--- src/design/bcs_pkg.sv ---
`default_nettype none

package bcs_pkg;

  // Running state of the checksum recurrence between bytes of one message.
  typedef struct packed {
    logic [15:0] prev;   // p0
    logic [15:0] curr;   // p1
    logic [7:0]  idx;    // position of the next byte, wraps at 256
    logic        first;  // next byte starts a new message
  } bcs_state_t;

  localparam bcs_state_t StateInit = '{
    prev:  16'd1,
    curr:  16'd0,
    idx:   8'd0,
    first: 1'b1
  };

endpackage

`default_nettype wire

--- src/design/bcs_in_reg.sv ---
`default_nettype none

module bcs_in_reg (
  input  wire logic       clk_i,
  input  wire logic       rst_ni,
  input  wire logic       valid_i,
  output logic            ready_o,
  input  wire logic [7:0] data_i,
  input  wire logic       last_i,
  input  wire logic       take_i,
  output logic            valid_o,
  output logic [7:0]      data_o,
  output logic            last_o
);

  logic       vld_q, vld_d;
  logic [7:0] data_q;
  logic       last_q;
  logic       load;

  // The register refills in the same cycle that its byte moves on.
  assign ready_o = !vld_q || take_i;
  assign load    = valid_i && ready_o;

  always_comb begin
    vld_d = vld_q;
    if (load) begin
      vld_d = 1'b1;
    end else if (take_i) begin
      vld_d = 1'b0;
    end
  end

  always_ff @(posedge clk_i or negedge rst_ni) begin
    if (!rst_ni) begin
      vld_q <= 1'b0;
    end else begin
      vld_q <= vld_d;
    end
  end

  always_ff @(posedge clk_i) begin
    if (load) begin
      data_q <= data_i;
      last_q <= last_i;
    end
  end

  assign valid_o = vld_q;
  assign data_o  = data_q;
  assign last_o  = last_q;

endmodule

`default_nettype wire

--- src/design/bcs_recur.sv ---
`default_nettype none

module bcs_recur (
  input  wire bcs_pkg::bcs_state_t state_i,
  input  wire logic [7:0]          data_i,
  input  wire logic                last_i,
  output bcs_pkg::bcs_state_t      state_o,
  output logic [15:0]              value_o
);

  import bcs_pkg::*;

  localparam logic [7:0]  AlphaMul = 8'd17;
  localparam logic [7:0]  BetaMul  = 8'd31;
  localparam logic [15:0] FirstAdd = 16'd7;
  localparam logic [16:0] CkMod    = 17'd65535;
  // 256 * 65535: large enough that the biased difference never goes negative.
  localparam logic [25:0] CkBias   = 26'd16776960;

  logic [7:0]  alpha;
  logic [7:0]  beta;
  logic [8:0]  factor;
  logic [24:0] prod_a;
  logic [23:0] prod_s;
  logic        neg;
  logic [25:0] biased;
  logic [16:0] fold;
  logic [15:0] next_val;
  logic [15:0] new_curr;

  always_comb begin
    alpha  = 8'(state_i.idx * AlphaMul);
    beta   = 8'(state_i.idx * BetaMul);
    factor = {1'b0, data_i} + {1'b0, alpha};
    prod_a = 25'(factor) * 25'(state_i.curr);
    prod_s = 24'(beta) * 24'(state_i.prev);
    neg    = prod_a < {1'b0, prod_s};
    // A negative difference d maps to (d + 1) mod 65535, so the carry-in of one
    // covers that case while the bias keeps everything unsigned.
    biased = 26'(prod_a) + CkBias - 26'(prod_s) + 26'(neg);
    // 2^16 is 1 modulo 65535, so the high part folds onto the low part.
    fold   = 17'(biased[25:16]) + 17'(biased[15:0]);
    if (fold >= CkMod) begin
      next_val = 16'(fold - CkMod);
    end else begin
      next_val = fold[15:0];
    end
  end

  always_comb begin
    if (state_i.first) begin
      new_curr = 16'(data_i) + FirstAdd;
    end else begin
      new_curr = next_val;
    end
    value_o = new_curr;

    if (last_i) begin
      state_o = StateInit;
    end else if (state_i.first) begin
      state_o.prev  = 16'd1;
      state_o.curr  = new_curr;
      state_o.idx   = 8'd1;
      state_o.first = 1'b0;
    end else begin
      state_o.prev  = state_i.curr;
      state_o.curr  = new_curr;
      state_o.idx   = state_i.idx + 8'd1;
      state_o.first = 1'b0;
    end
  end

endmodule

`default_nettype wire

--- src/design/bcs_out_reg.sv ---
`default_nettype none

module bcs_out_reg (
  input  wire logic        clk_i,
  input  wire logic        rst_ni,
  input  wire logic        load_i,
  input  wire logic [15:0] value_i,
  output logic             free_o,
  output logic             valid_o,
  input  wire logic        ready_i,
  output logic [15:0]      data_o
);

  logic        vld_q, vld_d;
  logic [15:0] data_q;

  // A new checksum may be loaded in the cycle the old one is taken.
  assign free_o = !vld_q || ready_i;

  always_comb begin
    vld_d = vld_q;
    if (load_i) begin
      vld_d = 1'b1;
    end else if (ready_i) begin
      vld_d = 1'b0;
    end
  end

  always_ff @(posedge clk_i or negedge rst_ni) begin
    if (!rst_ni) begin
      vld_q <= 1'b0;
    end else begin
      vld_q <= vld_d;
    end
  end

  always_ff @(posedge clk_i) begin
    if (load_i) begin
      data_q <= value_i;
    end
  end

  assign valid_o = vld_q;
  assign data_o  = data_q;

endmodule

`default_nettype wire

--- src/design/byte_recurrence_checksum16_top.sv ---
// Byte recurrence checksum, 16 bits.
// Input stream: one message byte per transaction on s_axis, tlast on the final
// byte of each message. Output stream: one transaction on m_axis per message,
// carrying the checksum (0..65534), issued after the byte marked tlast.
// Path: the final byte is held in the input register, and the recurrence loads
// the checksum into the output register when that byte is taken, which can
// wait until the output register is free.
// Throughput: one byte per cycle, except while a final byte waits on m_axis.
// The recurrence (four multiplies, a subtract and a fold modulo 65535) is
// combinational from input register to running state; bytes need no gap.
// Stall: bytes without tlast keep flowing while a checksum waits on m_axis.
// A final byte waits in the input register until the output register is free,
// and s_axis_tready drops only then.
// Reset: both registers empty, state cleared so the next byte starts a message.
`default_nettype none

module byte_recurrence_checksum16_top (
  input  wire logic        clk_i,
  input  wire logic        rst_ni,
  input  wire logic        s_axis_tvalid,
  output logic             s_axis_tready,
  input  wire logic [7:0]  s_axis_tdata,   // [7:0] data_byte
  input  wire logic        s_axis_tlast,
  output logic             m_axis_tvalid,
  input  wire logic        m_axis_tready,
  output logic [15:0]      m_axis_tdata    // [15:0] checksum
);

  import bcs_pkg::*;

  logic       in_vld;
  logic [7:0] in_data;
  logic       in_last;
  logic       take;
  logic       out_free;
  logic [15:0] value;

  bcs_state_t state_q, state_d;

  bcs_in_reg u_in_reg (
    .clk_i   (clk_i),
    .rst_ni  (rst_ni),
    .valid_i (s_axis_tvalid),
    .ready_o (s_axis_tready),
    .data_i  (s_axis_tdata),
    .last_i  (s_axis_tlast),
    .take_i  (take),
    .valid_o (in_vld),
    .data_o  (in_data),
    .last_o  (in_last)
  );

  bcs_recur u_recur (
    .state_i (state_q),
    .data_i  (in_data),
    .last_i  (in_last),
    .state_o (state_d),
    .value_o (value)
  );

  // Only a final byte needs room in the output register.
  assign take = in_vld && (!in_last || out_free);

  always_ff @(posedge clk_i or negedge rst_ni) begin
    if (!rst_ni) begin
      state_q <= StateInit;
    end else if (take) begin
      state_q <= state_d;
    end
  end

  bcs_out_reg u_out_reg (
    .clk_i   (clk_i),
    .rst_ni  (rst_ni),
    .load_i  (take && in_last),
    .value_i (value),
    .free_o  (out_free),
    .valid_o (m_axis_tvalid),
    .ready_i (m_axis_tready),
    .data_o  (m_axis_tdata)
  );

  a_cksum_range: assert property (@(posedge clk_i) disable iff (!rst_ni)
    m_axis_tvalid |-> m_axis_tdata != 16'hFFFF)
    else $error("checksum out of range");

  a_last_clears: assert property (@(posedge clk_i) disable iff (!rst_ni)
    take && in_last |=> state_q.first && m_axis_tvalid)
    else $error("final byte did not clear state or load checksum");

  a_first_clean: assert property (@(posedge clk_i) disable iff (!rst_ni)
    state_q.first |-> state_q.curr == 16'd0 && state_q.prev == 16'd1 &&
                      state_q.idx == 8'd0)
    else $error("idle state not at its initial values");

  a_mid_advance: assert property (@(posedge clk_i) disable iff (!rst_ni)
    take && !in_last |=> !state_q.first)
    else $error("state restarted in the middle of a message");

endmodule

`default_nettype wire
--- config.mk ---
export PLATFORM = sky130hd
export DESIGN_NAME = byte_recurrence_checksum16_top
export DESIGN_NICKNAME = d
export VERILOG_FILES = /design/src/design/bcs_pkg.sv /design/src/design/bcs_in_reg.sv /design/src/design/bcs_recur.sv /design/src/design/bcs_out_reg.sv /design/src/design/byte_recurrence_checksum16_top.sv
export SDC_FILE = /design/constraint.sdc
export NUM_CORES = 1
export LEC_CHECK = 0
export ABC_AREA = 1
export BUFFER_PORTS_ARGS = -buffer_cell sky130_fd_sc_hd__buf_2
export CORE_AREA = 2 2 169 171
export DETAILED_ROUTE_END_ITERATION = 6
export DIE_AREA = 0 0 171 173
export PLACE_DENSITY_LB_ADDON = 0.12
export SYNTH_ARGS = -nofsm -noshare
export SYNTH_HDL_FRONTEND = slang
export SYNTH_SLANG_ARGS = --single-unit
--- constraint.sdc ---
create_clock -name clk_i -period 23.6 [get_ports clk_i]
set_input_delay 2.36 -clock clk_i [delete_from_list [all_inputs] [get_ports clk_i]]
set_output_delay 2.36 -clock clk_i [all_outputs]
set_load 0.01 [all_outputs]
==> results.cfg <==
[route]
drt-vias-per-instance = 5.28
drt_iter0_markers = 863
wl_per_cell_um = 17.0
ant_nets = 0
vias = 12600
first_pass_iters = 5
drc = 0
routed_wl_mm = 40.5

[cells_and_area]
drive_gt1_frac = 0.0389
final_cell_count_no_fill = 2383
final_cell_mix = inv_1 (476), nand2_1 (450), fa_1 (201), ha_1 (188), nor2_1 (162)
design_area_um2 = 15800
antenna_cells = 0
num-fill-cells = 2741
final_common_cell = inv_1
fin_nets = 2402
syn2layout_area_growth_pct = 5.27

[placement]
hpwl_mm = 34.2
gp_congestion = 0.935
dpl_cell_area_um2 = 15500
place_inst = 2367
io_buffers = 30

[floorplanning]
chipHeight_um = 173
start_util = 0.544
num_rows = 61
ios = 31
die_width_um = 171
die_area_um2 = 29600
core_area_um2 = 27600

[clocking]
cts_tree = yes
clock_latency_ns = 0.34
cts_root_buffer = clkbuf_16
clkTransAtPathRegs_ns = 0.06
cts_num_sinks = 68
ctsHoldBuffers = 0
cts_max_level = 3
cts_buffers = 9
clk_path_buf_depth = 2
cts_setup_buffers = 0
ctsResizeCount = 0

[grt]
grt_pass1_wl_mm = 65.7
grt_pass1_vias = 12700
grt_overflow = 0
grt_max_degree = 44
antenna_found_initial = 0
track_usage = 0.283

[sta]
clock_skew_ns = 0.00618
layout_min_cycle_time_ns = 14.29
hold_viol_final = 0
timing.fmax_ghz = 0.0700
slew_viol_final = 0
rsz0062_at_grt = false
finalCritPeriodShare = 0.605
setup_viol = 0
slew_headroom = 0.276
worst_pin_slew_ns = 1.09
tns_ns = 0

[yosys]
synthArstFlopShare = 0.632
yosysSeqAreaShare = 0.122
synthCells = 1997
synth_edf_count = 25
syn-cell-area_um2 = 15000
ys_types = 46
ys_ff_latch = 68
synth_nets = 2399
yosys_warnings = 0
syn_area_per_cell_um2 = 7.53
synthFlopType = dfrtp_1

[setup_path]
crit_arrival_ns = 14.39
start_kind = flop
cp-end-kind = flop
critPathKind = flop to flop
critPathMaxStageDelay_ns = 0.94
cp_common_cell = nand2_1
slowest_stage = dfrtp_1
cp_data_required_time_ns = 23.70
cp_max_fo = 24
ff2ff_setup_slack_ns = 9.31

[flow_run]
max-cap-violations = 0

[status]
status = completed

[worst_hold_path]
hold_path.class = flop to flop
[per-layer routing]
layer | global-route usage | wire length (µm) | vias up
li1 | - | - | 6057
met1 | 0.400 | 18200 | 6085
met2 | 0.467 | 19100 | 379
met3 | 0.0325 | 2390 | 56
met4 | 0.0681 | 860 | 0
met5 | 0 | 0 | -
[final timing paths]
kind                            cells past startpoint             start                    to
worst min-delay path                                2  u_in_reg.valid_o      u_in_reg.valid_o
max in group asynchronous                           1            rst_ni           state_q[24]
worst min register to register                      2  u_in_reg.valid_o      u_in_reg.valid_o
worst max register to register                     66        state_q[1]  u_out_reg.data_o[10]
worst max-delay path                               66        state_q[1]  u_out_reg.data_o[10]
min in group asynchronous                           1            rst_ni            state_q[3]
[cell type report]
| type | count | area, µm² | area share |
|---|---|---|---|
| clock buffer | 9 | 225 | 0.0142 |
| multi-input combinational | 1407 | 11200 | 0.710 |
| inverter | 482 | 1810 | 0.114 |
| clock inverter | 7 | 91.3 | 0.00577 |
| timing repair buffer | 32 | 165 | 0.0104 |
| sequential | 68 | 1830 | 0.116 |
| tap | 378 | 473 | 0.0299 |
[metrics by stage]
| stage | setup slack, ns | hold WS (ns) | util |
|---|---|---|---|
| floorplan | 11.39 | 0.523 | - |
| global placement | 9.78 | 0.536 | 0.562 |
| detailed placement | 9.52 | 0.540 | 0.562 |
| CTS | 9.48 | 0.556 | 0.573 |
| global route | 8.20 | 0.598 | 0.573 |
| finish | 9.31 | 0.554 | 0.573 |
[worst max-delay path, delay by kind of cell, from the launching register on]
family	cells	cell delay [ns]
adders and majority gates	13	5.57
and+or+nand+nor	29	3.48
AOI/OAI and AO/OA	14	2.75
DFF	1	0.94
xor gates and xnor gates	3	0.78
buffers and inverters	7	0.53
[registers in the layout, indices dropped and copies added (netlist names)]
| register | flops |
|---|---|
| u_out_reg.valid_o | 1 |
| state_q | 41 |
| u_in_reg.last_o | 1 |
| u_in_reg.valid_o | 1 |
| u_out_reg.data_o | 16 |
| u_in_reg.data_o | 8 |
[synthesized netlist by cell type (2+ instances only)]
library cell,n,area (µm²)
a21boi_0,5,37.5
a21boi_1,2,15.0
a21o_1,3,22.5
a21oi_1,89,445
a31oi_1,6,37.5
and2_1,5,31.3
and3_1,2,12.5
buf_1,6,22.5
clkbuf_1,33,124
clkinv_1,2,7.51
dfrtp_1,41,1030
dfstp_2,2,52.6
edfxtp_1,25,751
fa_1,201,4020
ha_1,188,2350
inv_1,476,1790
inv_2,4,15.0
nand2_1,450,1690
nand2_4,2,22.5
nand3_1,74,370
nand3_2,3,30.0
nand3b_1,10,75.1
nand4_1,15,93.8
nor2_1,162,608
nor2_2,6,37.5
nor3_1,6,30.0
nor3b_1,3,22.5
nor4_1,4,25.0
o211ai_1,4,30.0
o21ai_0,35,175
o21ai_1,6,30.0
o21bai_1,5,37.5
o22ai_1,19,119
o31ai_1,3,22.5
or2_2,10,62.6
xnor2_1,31,272
xor2_1,50,438
[logic make-up after synthesis]
group | count (synthesis) | share of synthesized area
buf+inv | 522 | 0.131
simple gates | 754 | 0.208
xor+xnor | 81 | 0.0472
flops | 68 | 0.122
fa+ha+maj | 389 | 0.424
compound gates | 183 | 0.0681
Power is not shown: default switching activity piles up to over one toggle a cycle in this logic, so the estimate is an artifact.
